File: src/hdl/sql_shape_fingerprint_hash_unit_defines.svh
// Assertion macros for the fingerprint hash unit controller.
`ifndef SQL_SHAPE_FINGERPRINT_HASH_UNIT_DEFINES_SVH
`define SQL_SHAPE_FINGERPRINT_HASH_UNIT_DEFINES_SVH
`ifndef SYNTHESIS
// Check a property on every clock edge outside reset.
`define SSF_ASSERT(lbl, clk_i, rstn_i, prop) \
    lbl: assert property (@(posedge clk_i) disable iff (!rstn_i) prop) \
        else $error("ssf assertion failed");
// Check a property on every clock edge, reset included.
`define SSF_ASSERT_ALWAYS(lbl, clk_i, prop) \
    lbl: assert property (@(posedge clk_i) prop) \
        else $error("ssf assertion failed");
`else
`define SSF_ASSERT(lbl, clk_i, rstn_i, prop)
`define SSF_ASSERT_ALWAYS(lbl, clk_i, prop)
`endif
`endif

File: src/hdl/ssf_pkg.sv
// Package: lexer state, command/status types and the per-byte lexer functions.
package ssf_pkg;

    localparam int MAX_BYTES = 4096;
    localparam int BYTES_W   = $clog2(MAX_BYTES + 1);
    localparam int QDEPTH    = 8;

    localparam logic [63:0] FNV_BASIS = 64'd14695981039346656037;

    typedef enum logic [3:0] {
        M_IDLE       = 4'd0,
        M_LINE       = 4'd1,
        M_BLOCK      = 4'd2,
        M_BLOCK_STAR = 4'd3,
        M_IDENT      = 4'd4,
        M_NUMBER     = 4'd5,
        M_STRING     = 4'd6,
        M_STRING_Q   = 4'd7,
        M_QPARAM     = 4'd8,
        M_VAR        = 4'd9,
        M_VAR_COLON  = 4'd10,
        M_VAR_PAREN  = 4'd11
    } lex_mode_t;

    localparam logic [2:0] K_IDENT = 3'd0;
    localparam logic [2:0] K_NUM   = 3'd1;
    localparam logic [2:0] K_STR   = 3'd2;
    localparam logic [2:0] K_PARAM = 3'd3;
    localparam logic [2:0] K_SYM   = 3'd4;

    localparam logic [1:0] LK_NONE = 2'd0;
    localparam logic [1:0] LK_NUM  = 2'd1;
    localparam logic [1:0] LK_STR  = 2'd2;

    localparam logic [7:0] TOK_END   = 8'h00;
    localparam logic [7:0] TOK_NUM   = 8'h01;
    localparam logic [7:0] TOK_STR   = 8'h02;
    localparam logic [7:0] TOK_LIST  = 8'h04;
    localparam logic [7:0] CH_NUL    = 8'h00;
    localparam logic [7:0] CH_LF     = 8'h0A;
    localparam logic [7:0] CH_COMMA  = 8'h2C;
    localparam logic [7:0] CH_STAR   = 8'h2A;
    localparam logic [7:0] CH_SLASH  = 8'h2F;
    localparam logic [7:0] CH_DASH   = 8'h2D;
    localparam logic [7:0] CH_COLON  = 8'h3A;
    localparam logic [7:0] CH_AT     = 8'h40;
    localparam logic [7:0] CH_DOLLAR = 8'h24;
    localparam logic [7:0] CH_QMARK  = 8'h3F;
    localparam logic [7:0] CH_SQUOTE = 8'h27;
    localparam logic [7:0] CH_DQUOTE = 8'h22;
    localparam logic [7:0] CH_LPAREN = 8'h28;
    localparam logic [7:0] CH_RPAREN = 8'h29;

    typedef struct packed {
        lex_mode_t   mode;
        logic        quote_is_double;
        logic [7:0]  held_byte;
        logic        held_valid;
        logic        comma_pending;
        logic [1:0]  list_kind;
        logic        list_folded;
        logic        name_seen;
        logic        error_seen;
    } lex_t;

    localparam lex_t LEX_RESET = '{mode: M_IDLE, quote_is_double: 1'b0, held_byte: 8'h00,
                                   held_valid: 1'b0, comma_pending: 1'b0,
                                   list_kind: LK_NONE, list_folded: 1'b0,
                                   name_seen: 1'b0, error_seen: 1'b0};

    // Lexer state plus the hash bytes one step emits.
    typedef struct packed {
        lex_t                   s;
        logic [QDEPTH-1:0][7:0] q;
        logic [3:0]             n;
    } ctx_t;

    typedef struct packed {
        logic load_feed;
        logic load_fin;
        logic mix;
        logic publish;
    } ssf_cmd_t;

    typedef struct packed {
        logic mix_done;
        logic out_busy;
    } ssf_status_t;

    function automatic logic is_space(logic [7:0] b);
        return (b == 8'h20) || (b >= 8'h09 && b <= 8'h0D);
    endfunction

    function automatic logic is_id_start(logic [7:0] b);
        return (b >= 8'h41 && b <= 8'h5A) || (b >= 8'h61 && b <= 8'h7A) || (b == 8'h5F);
    endfunction

    function automatic logic is_digit(logic [7:0] b);
        return b >= 8'h30 && b <= 8'h39;
    endfunction

    function automatic logic is_id_char(logic [7:0] b);
        return is_id_start(b) || is_digit(b);
    endfunction

    function automatic logic is_var_char(logic [7:0] b);
        return is_id_char(b) || (b == CH_DOLLAR) || b[7];
    endfunction

    function automatic logic [7:0] to_lower(logic [7:0] b);
        return (b >= 8'h41 && b <= 8'h5A) ? (b + 8'd32) : b;
    endfunction

    // FNV-1a round; the prime is 2^40 + 2^8 + 0xB3, so shifts and adds suffice.
    function automatic logic [63:0] fnv_mix(logic [63:0] h, logic [7:0] b);
        logic [63:0] x;
        x = h ^ {56'd0, b};
        return (x << 40) + (x << 8) + (x << 7) + (x << 5) + (x << 4) + (x << 1) + x;
    endfunction

    function automatic ctx_t emit(ctx_t c, logic [7:0] b);
        ctx_t r;
        r = c;
        r.q[r.n[2:0]] = b;
        r.n = r.n + 4'd1;
        return r;
    endfunction

    function automatic ctx_t token_begin(ctx_t c, logic [2:0] kind, logic [7:0] sym);
        ctx_t r;
        r = c;
        if (r.s.comma_pending) begin
            if ((kind == K_NUM && r.s.list_kind == LK_NUM) ||
                (kind == K_STR && r.s.list_kind == LK_STR)) begin
                if (!r.s.list_folded) begin
                    r = emit(r, TOK_LIST);
                    r = emit(r, TOK_END);
                    r.s.list_folded = 1'b1;
                end
                r.s.comma_pending = 1'b0;
                return r;
            end
            r = emit(r, CH_COMMA);
            r = emit(r, TOK_END);
            r.s.comma_pending = 1'b0;
            r.s.list_kind     = LK_NONE;
            r.s.list_folded   = 1'b0;
        end
        if (kind == K_SYM && sym == CH_COMMA && r.s.list_kind != LK_NONE) begin
            r.s.comma_pending = 1'b1;
            return r;
        end
        if (kind == K_NUM) begin
            r = emit(r, TOK_NUM);
            r = emit(r, TOK_END);
        end else if (kind == K_STR) begin
            r = emit(r, TOK_STR);
            r = emit(r, TOK_END);
        end else if (kind == K_SYM) begin
            r = emit(r, sym);
            r = emit(r, TOK_END);
        end
        r.s.list_kind = (kind == K_NUM) ? LK_NUM : (kind == K_STR) ? LK_STR : LK_NONE;
        r.s.list_folded = 1'b0;
        return r;
    endfunction

    function automatic ctx_t start_token(ctx_t c, logic [7:0] b);
        ctx_t r;
        r = c;
        if (b == CH_NUL) begin
            r.s.error_seen = 1'b1;
        end else if (is_id_start(b)) begin
            r = token_begin(r, K_IDENT, CH_NUL);
            r = emit(r, to_lower(b));
            r.s.mode = M_IDENT;
        end else if (is_digit(b)) begin
            r = token_begin(r, K_NUM, CH_NUL);
            r.s.mode = M_NUMBER;
        end else if (b == CH_SQUOTE || b == CH_DQUOTE) begin
            r = token_begin(r, K_STR, CH_NUL);
            r.s.quote_is_double = (b == CH_DQUOTE);
            r.s.mode = M_STRING;
        end else if (b == CH_QMARK) begin
            r = token_begin(r, K_PARAM, CH_NUL);
            r = emit(r, b);
            r.s.mode = M_QPARAM;
        end else if (b == CH_AT || b == CH_COLON || b == CH_DOLLAR) begin
            r = token_begin(r, K_PARAM, CH_NUL);
            r = emit(r, b);
            r.s.name_seen = 1'b0;
            r.s.mode = M_VAR;
        end else begin
            r = token_begin(r, K_SYM, b);
        end
        return r;
    endfunction

    function automatic ctx_t idle_byte(ctx_t c, logic [7:0] b);
        ctx_t       r;
        logic [7:0] h;
        r = c;
        r.s.mode = M_IDLE;
        if (r.s.held_valid) begin
            h = r.s.held_byte;
            r.s.held_valid = 1'b0;
            r.s.held_byte  = 8'h00;
            if (h == CH_DASH && b == CH_DASH) begin
                r.s.mode = M_LINE;
                return r;
            end
            if (h == CH_SLASH && b == CH_STAR) begin
                r.s.mode = M_BLOCK;
                return r;
            end
            r = token_begin(r, K_SYM, h);
        end
        if (is_space(b)) begin
            return r;
        end
        if (b == CH_DASH || b == CH_SLASH) begin
            r.s.held_byte  = b;
            r.s.held_valid = 1'b1;
            return r;
        end
        return start_token(r, b);
    endfunction

    function automatic ctx_t end_var(ctx_t c);
        ctx_t r;
        r = c;
        if (!r.s.name_seen) begin
            r.s.error_seen = 1'b1;
        end else begin
            r = emit(r, TOK_END);
            r.s.mode = M_IDLE;
        end
        return r;
    endfunction

    function automatic ctx_t var_byte(ctx_t c, logic [7:0] b);
        ctx_t r;
        r = c;
        if (b == CH_NUL) begin
            r.s.error_seen = 1'b1;
        end else if (is_var_char(b)) begin
            r = emit(r, b);
            r.s.name_seen = 1'b1;
        end else if (b == CH_LPAREN && r.s.name_seen) begin
            r = emit(r, b);
            r.s.mode = M_VAR_PAREN;
        end else if (b == CH_COLON) begin
            r.s.mode = M_VAR_COLON;
        end else begin
            r = end_var(r);
            if (!r.s.error_seen) begin
                r = idle_byte(r, b);
            end
        end
        return r;
    endfunction

    // One text byte through the lexer.
    function automatic ctx_t lex_feed(ctx_t c, logic [7:0] b);
        ctx_t       r;
        logic [7:0] qch;
        r = c;
        qch = r.s.quote_is_double ? CH_DQUOTE : CH_SQUOTE;
        if (r.s.error_seen) begin
            return r;
        end
        case (r.s.mode)
            M_LINE: begin
                if (b == CH_LF) r.s.mode = M_IDLE;
            end
            M_BLOCK: begin
                if (b == CH_STAR) r.s.mode = M_BLOCK_STAR;
            end
            M_BLOCK_STAR: begin
                if (b == CH_SLASH) r.s.mode = M_IDLE;
                else if (b != CH_STAR) r.s.mode = M_BLOCK;
            end
            M_IDENT: begin
                if (is_id_char(b)) begin
                    r = emit(r, to_lower(b));
                end else begin
                    r = emit(r, TOK_END);
                    r = idle_byte(r, b);
                end
            end
            M_NUMBER: begin
                if (!is_digit(b)) r = idle_byte(r, b);
            end
            M_STRING: begin
                if (b == CH_NUL) r.s.error_seen = 1'b1;
                else if (b == qch) r.s.mode = M_STRING_Q;
            end
            M_STRING_Q: begin
                if (b == qch) r.s.mode = M_STRING;
                else r = idle_byte(r, b);
            end
            M_QPARAM: begin
                if (is_digit(b)) begin
                    r = emit(r, b);
                end else begin
                    r = emit(r, TOK_END);
                    r = idle_byte(r, b);
                end
            end
            M_VAR: begin
                r = var_byte(r, b);
            end
            M_VAR_COLON: begin
                if (b == CH_COLON) begin
                    r = emit(r, CH_COLON);
                    r = emit(r, CH_COLON);
                    r.s.mode = M_VAR;
                end else begin
                    r = end_var(r);
                    if (!r.s.error_seen) begin
                        r = idle_byte(r, CH_COLON);
                        if (!r.s.error_seen) r = var_byte(r, b);
                    end
                end
            end
            M_VAR_PAREN: begin
                if (b == CH_RPAREN) begin
                    r = emit(r, b);
                    r = emit(r, TOK_END);
                    r.s.mode = M_IDLE;
                end else if (b == CH_NUL || is_space(b)) begin
                    r.s.error_seen = 1'b1;
                end else begin
                    r = emit(r, b);
                end
            end
            default: begin
                r = idle_byte(r, b);
            end
        endcase
        return r;
    endfunction

    // Close whatever token is open at the end of the statement.
    function automatic ctx_t lex_finish(ctx_t c);
        ctx_t r;
        r = c;
        if (r.s.error_seen) begin
            return r;
        end
        case (r.s.mode)
            M_BLOCK, M_BLOCK_STAR, M_STRING, M_VAR_PAREN: begin
                r.s.error_seen = 1'b1;
            end
            M_IDENT, M_QPARAM: begin
                r = emit(r, TOK_END);
            end
            M_VAR: begin
                r = end_var(r);
            end
            M_VAR_COLON: begin
                r = end_var(r);
                r.s.error_seen = 1'b1;
            end
            M_IDLE: begin
                if (r.s.held_valid) begin
                    r.s.held_valid = 1'b0;
                    r = token_begin(r, K_SYM, r.s.held_byte);
                end
            end
            default: begin
            end
        endcase
        if (!r.s.error_seen && r.s.comma_pending) begin
            r = emit(r, CH_COMMA);
            r = emit(r, TOK_END);
            r.s.comma_pending = 1'b0;
        end
        return r;
    endfunction

endpackage

File: src/hdl/ssf_datapath.sv
// Datapath: lexer state, hash byte queue, FNV-1a mixer and result register.
module ssf_datapath (
    input  logic                 clk,
    input  logic                 rst_n,
    input  ssf_pkg::ssf_cmd_t    cmd,
    output ssf_pkg::ssf_status_t status,
    input  logic [7:0]           data_byte,
    output logic                 out_valid,
    input  logic                 out_ready,
    output logic [63:0]          shape_key,
    output logic                 failed
);
    import ssf_pkg::*;

    logic [63:0]            hash_reg, hash_next;
    lex_t                   lex_reg, lex_next;
    logic [BYTES_W-1:0]     bytes_reg, bytes_next;
    logic [QDEPTH-1:0][7:0] q_reg, q_next;
    logic [3:0]             n_reg, n_next;
    logic [3:0]             ptr_reg, ptr_next;
    logic                   out_valid_reg, out_valid_next;
    logic [63:0]            key_reg, key_next;
    logic                   failed_reg, failed_next;
    ctx_t                   ctx_in, ctx_out;

    always_comb
    begin
        ctx_in   = '{s: lex_reg, q: '0, n: 4'd0};
        ctx_out  = cmd.load_fin ? lex_finish(ctx_in) : lex_feed(ctx_in, data_byte);

        hash_next      = hash_reg;
        lex_next       = lex_reg;
        bytes_next     = bytes_reg;
        q_next         = q_reg;
        n_next         = n_reg;
        ptr_next       = ptr_reg;
        out_valid_next = out_valid_reg && !out_ready;
        key_next       = key_reg;
        failed_next    = failed_reg;

        if (cmd.load_feed) begin
            ptr_next = 4'd0;
            if (bytes_reg < BYTES_W'(MAX_BYTES)) begin
                lex_next   = ctx_out.s;
                q_next     = ctx_out.q;
                n_next     = ctx_out.n;
                bytes_next = bytes_reg + 1'b1;
            end else begin
                n_next = 4'd0;
            end
        end
        if (cmd.load_fin) begin
            lex_next = ctx_out.s;
            q_next   = ctx_out.q;
            n_next   = ctx_out.n;
            ptr_next = 4'd0;
        end
        if (cmd.mix) begin
            hash_next = fnv_mix(hash_reg, q_reg[ptr_reg[2:0]]);
            ptr_next  = ptr_reg + 4'd1;
        end
        if (cmd.publish) begin
            out_valid_next = 1'b1;
            key_next       = lex_reg.error_seen ? 64'd0 : hash_reg;
            failed_next    = lex_reg.error_seen;
            hash_next      = FNV_BASIS;
            lex_next       = LEX_RESET;
            bytes_next     = '0;
        end
    end

    always_ff @(posedge clk or negedge rst_n)
    begin
        if (!rst_n) begin
            hash_reg      <= FNV_BASIS;
            lex_reg       <= LEX_RESET;
            bytes_reg     <= '0;
            n_reg         <= 4'd0;
            ptr_reg       <= 4'd0;
            out_valid_reg <= 1'b0;
        end else begin
            hash_reg      <= hash_next;
            lex_reg       <= lex_next;
            bytes_reg     <= bytes_next;
            n_reg         <= n_next;
            ptr_reg       <= ptr_next;
            out_valid_reg <= out_valid_next;
        end
    end

    always_ff @(posedge clk)
    begin
        q_reg      <= q_next;
        key_reg    <= key_next;
        failed_reg <= failed_next;
    end

    assign status.mix_done = (ptr_reg == n_reg);
    assign status.out_busy = out_valid_reg && !out_ready;
    assign out_valid       = out_valid_reg;
    assign shape_key       = key_reg;
    assign failed          = failed_reg;

endmodule

File: src/hdl/ssf_controller.sv
// Controller: sequences byte intake, hash mixing, end-of-statement and result hand-off.
`include "sql_shape_fingerprint_hash_unit_defines.svh"
module ssf_controller (
    input  logic                 clk,
    input  logic                 rst_n,
    input  logic                 in_valid,
    output logic                 in_ready,
    input  logic                 last_byte,
    input  ssf_pkg::ssf_status_t status,
    output ssf_pkg::ssf_cmd_t    cmd
);
    import ssf_pkg::*;

    typedef enum logic [1:0] {
        S_IN,
        S_FEED,
        S_FIN_LOAD,
        S_FIN
    } state_t;

    state_t state_reg, state_next;
    logic   last_reg, last_next;

    always_comb
    begin
        state_next = state_reg;
        last_next  = last_reg;
        cmd        = '0;
        case (state_reg)
            S_IN: begin
                if (in_valid) begin
                    cmd.load_feed = 1'b1;
                    last_next     = last_byte;
                    state_next    = S_FEED;
                end
            end
            S_FEED: begin
                if (!status.mix_done) begin
                    cmd.mix = 1'b1;
                end else if (last_reg) begin
                    state_next = S_FIN_LOAD;
                end else begin
                    state_next = S_IN;
                end
            end
            S_FIN_LOAD: begin
                cmd.load_fin = 1'b1;
                state_next   = S_FIN;
            end
            S_FIN: begin
                if (!status.mix_done) begin
                    cmd.mix = 1'b1;
                end else if (!status.out_busy) begin
                    cmd.publish = 1'b1;
                    state_next  = S_IN;
                end
            end
            default: begin
                state_next = S_IN;
            end
        endcase
    end

    always_ff @(posedge clk or negedge rst_n)
    begin
        if (!rst_n) begin
            state_reg <= S_IN;
            last_reg  <= 1'b0;
        end else begin
            state_reg <= state_next;
            last_reg  <= last_next;
        end
    end

    assign in_ready = (state_reg == S_IN);

    `SSF_ASSERT(a_fin_follows_load, clk, rst_n, cmd.load_fin |=> state_reg == S_FIN)
    `SSF_ASSERT(a_publish_after_last, clk, rst_n, cmd.publish |-> last_reg && status.mix_done)
    `SSF_ASSERT(a_no_mix_on_intake, clk, rst_n, in_ready |-> !cmd.mix && !cmd.publish)
    `SSF_ASSERT_ALWAYS(a_one_load, clk, !(cmd.load_feed && cmd.load_fin))

endmodule

File: src/hdl/sql_shape_fingerprint_hash_unit.sv
// Top level: SQL shape fingerprint hash unit, controller plus datapath.
// Each accepted byte passes through an intake step, one FNV-1a round per cycle on the
// shift-add mixer for each hash byte it emits (0 to 6), and a hand-back step. The byte marked
// last adds a load of its closing bytes (0 to 4) and their rounds before shape_key/failed
// are registered, later while an earlier result still waits.
// Reset (rst_n low, asynchronous) clears the lexer, the hash and the result valid flag.
module sql_shape_fingerprint_hash_unit (
    input  logic        clk,
    input  logic        rst_n,
    input  logic        in_valid,
    output logic        in_ready,
    input  logic [7:0]  data_byte,
    input  logic        last_byte,
    output logic        out_valid,
    input  logic        out_ready,
    output logic [63:0] shape_key,
    output logic        failed
);
    import ssf_pkg::*;

    // Commands and status between the sequencer and the datapath.
    ssf_cmd_t    cmd;
    ssf_status_t status;

    // Sequence each transaction: intake, mix emitted bytes, close on last.
    ssf_controller u_ctrl (
        .clk       (clk),
        .rst_n     (rst_n),
        .in_valid  (in_valid),
        .in_ready  (in_ready),
        .last_byte (last_byte),
        .status    (status),
        .cmd       (cmd)
    );

    // Hold lexer state and the running hash; drive the output transaction.
    ssf_datapath u_dp (
        .clk       (clk),
        .rst_n     (rst_n),
        .cmd       (cmd),
        .status    (status),
        .data_byte (data_byte),
        .out_valid (out_valid),
        .out_ready (out_ready),
        .shape_key (shape_key),
        .failed    (failed)
    );

endmodule

File: config.mk
export PLATFORM = sky130hd
export DESIGN_NAME = sql_shape_fingerprint_hash_unit
export DESIGN_NICKNAME = d
export VERILOG_FILES = /design/src/hdl/ssf_pkg.sv /design/src/hdl/ssf_datapath.sv /design/src/hdl/ssf_controller.sv /design/src/hdl/sql_shape_fingerprint_hash_unit.sv
export VERILOG_INCLUDE_DIRS = /design/src /design/src/hdl
export SDC_FILE = /design/constraint.sdc
export NUM_CORES = 1
export LEC_CHECK = 0
export BUFFER_PORTS_ARGS = -buffer_cell sky130_fd_sc_hd__buf_4
export CORE_ASPECT_RATIO = 0.75
export CORE_MARGIN = 4
export CORE_UTILIZATION = 25
export DETAILED_ROUTE_END_ITERATION = 16
export PLACE_DENSITY = 0.51
export SLEW_MARGIN = 40
export SYNTH_ARGS = -nofsm -noshare
export SYNTH_HDL_FRONTEND = slang
export SYNTH_SLANG_ARGS = --single-unit
File: constraint.sdc
create_clock -name clk -period 8.1 [get_ports clk]
set_input_delay 0.81 -clock clk [delete_from_list [all_inputs] [get_ports clk]]
set_output_delay 0.81 -clock clk [all_outputs]
set_load 0.02 [all_outputs]
==> flow_metrics.tcl <==
set metrics [dict create \
    outcome "completed" \
    yosysMostFrequentCell "nand2_1" \
    drive_gt1_frac 0.1340 \
    r2r-start "u_dp.ptr_reg[0]" \
    cts_buffer_depth 3 \
    startpoint_type "flop" \
    synthArstFlopShare 0.4580 \
    hold_path_class "in -> async" \
    reg2reg_setup_slack_ns 0.66 \
    synth_cells 3538 \
    finalNetCount 4070 \
    grt_max_degree 91 \
    cts_buffers 31 \
    cp_max_fo 12 \
    hold_viol 0 \
    drv_slew 0 \
    synthTopCellsByArea "fa_1 (17%), edfxtp_1 (13%), ha_1 (6.8%)" \
    finalSetupViolCount 0 \
    synth.largest_area_cell "fa_1" \
    die-height_um 309.6 \
    hold_buffers 0 \
    synth_top_area_frac 0.1657 \
    initial_core_util 0.2524 \
    grt_pass1_vias 30380 \
    max_freq_ghz 0.1344 \
    via_per_inst 6.066 \
    ys.flop_type "edfxtp_1" \
    dieArea_sq_um 127000 \
    wl_mm 175.8 \
    cts_setup_buffers 0 \
    slew-limit-headroom 0.3465 \
    syn2layout_area_growth_pct 15.80 \
    worst_slew_pin_slew_ns 0.9767 \
    antenna_found_initial 16 \
    fin_setup_tns_ns 0 \
    routed-via-count 32110 \
    insertion_delay_ns 0.66 \
    cts-root-buf "clkbuf_16" \
    cts-resized-gates 0 \
    route.detailed.drc 0 \
    wire_per_inst_um 33.22 \
    worstReg2RegEnd "u_dp.hash_reg[60]" \
    crit_arrival_ns 7.92 \
    min_period_ns 7.439 \
    dp_hpwl_mm 137.3 \
    dieWidth_um 410.1 \
    grt-ovfl-total 0 \
    synth_fp_nets 3968 \
    period_share 0.9184 \
    synth_edf_count 129 \
    avgSynthCellArea_sq_um 8.570 \
    yosys_register_bits 238 \
    finalClockSkew_ns 0.07622 \
    cts_sinks 238 \
    crit_type "reg -> reg" \
    cts_tree "yes" \
    end_kind "flop" \
    io_pins 80 \
    ys_seq_area_frac 0.2189 \
    ys_types 105 \
    grt_pass1_wl_mm 245.9 \
    rsz0062_at_grt "false" \
    gp_congestion 1.064 \
    syn_area_sq_um 30320 \
    antenna_left 0 \
    path_clk_slew_ns 0.09 \
    synth_common_cells "nand2_1 (323), a21oi_1 (299), o21ai_0 (278)" \
    yosysWarnings 0 \
    drt_iter0_drc 5166 \
    fp-row-count 110 \
    maxCapViolCount 0 \
    core_sq_um 120200 \
    port_buffers 79 \
    crit_required_ns 8.59 \
    dr.pass1.iters 9 \
    htreeDepth 1 \
    r2r.worst_path.cells 21 \
    track_usage 0.2706 \
]
kinds of logic after synthesis:
logic type | Yosys count | synth area share
muxes | 59 | 0.02657
buffers and inverters | 386 | 0.04894
AOI/OAI and AO/OA | 1179 | 0.2560
adders and majority gates | 418 | 0.2345
and+or+nand+nor | 1148 | 0.1831
DFF | 238 | 0.2189
xor gates and xnor gates | 110 | 0.03202
area by class of cell:
type	count	area, sq um
sequential	238	6650
clock buffer	46	914.6
clock inverter	12	161.4
antenna	5	12.51
fill	12710	85040
tap	1624	2032
timing repair buffer	276	2128
multi-input combinational	2914	22540
inverter	179	674.4
stage by stage:
stage                     hold slack [ns]  cells  area (sq um)    util  setup WS, ns
after floorplan                    0.4702   3538         30320       -        0.7997
after global placement             0.5213   5228         33790  0.2812        0.6483
after detailed placement           0.5033   5230         33980  0.2828        0.7049
after CTS                         0.06839   5288         35060  0.2918        0.6083
after global routing               0.1018   5289         35100  0.2921       0.05464
final                             0.07383   5294         35110  0.2922        0.6613
critical path: stages (launching register included):
cell and delay, ns:
dfrtp_1 0.77, buf_4 0.36, mux4_2 0.61, mux2i_1 0.21
xnor2_1 0.30, inv_1 0.31, fa_1 0.59, inv_1 0.05
fa_1 0.47, fa_1 0.50, ha_1 0.33, ha_1 0.33
o21a_1 0.15, o211a_1 0.20, o2111ai_1 0.17, a21oi_1 0.50
o211ai_1 0.26, a31oi_1 0.29, o21ai_0 0.20, a21oi_1 0.31
nor2_1 0.09, a211o_1 0.27
placed cells by master (no fill, tap or decap), drive strengths merged, types with 28 or more instances in the layout:
master  count
nor2      270
nand2b     28
o211ai     50
o31ai      34
buf       276
o21ai     290
dfstp      28
inv       180
xnor2      63
and3       29
a31oi      60
nor3       92
o22ai      36
nand3     146
xor2       47
a21o       57
fa        251
clkbuf     46
dfrtp      81
mux2i      31
a211oi     44
nand2     324
nand4      46
edfxtp    129
ha        166
nor2b      78
a21oi     300
how the worst max path moves through the flow:
stage / from / end / slack (ns) / depth (start not counted)
final: u_dp.ptr_reg[0] / u_dp.hash_reg[60] / 0.66 / 21
after global routing: u_dp.ptr_reg[0] / u_dp.hash_reg[60] / 0.05 / 21
after CTS: u_dp.ptr_reg[0] / u_dp.hash_reg[60] / 0.61 / 21
after detailed placement: u_dp.ptr_reg[0] / u_dp.hash_reg[60] / 0.70 / 21
after global placement: data_byte[2] / u_dp.q_reg[43] / 0.65 / 17
after floorplan: u_dp.ptr_reg[0] / u_dp.hash_reg[48] / 0.80 / 22
metal layers:
layer,share of wire,routed length (um),GRT usage,up-vias
li1,-,-,-,13300
met1,0.45,79690,0.4006,16210
met2,0.37,65100,0.3506,2179
met3,0.14,24240,0.1059,405
met4,0.038,6703,0.09053,16
met5,0.00063,110,0,-
Power is left out: the tool's default activity adds up to more than one toggle a clock period on the data nets, which glitch-free logic cannot reach.
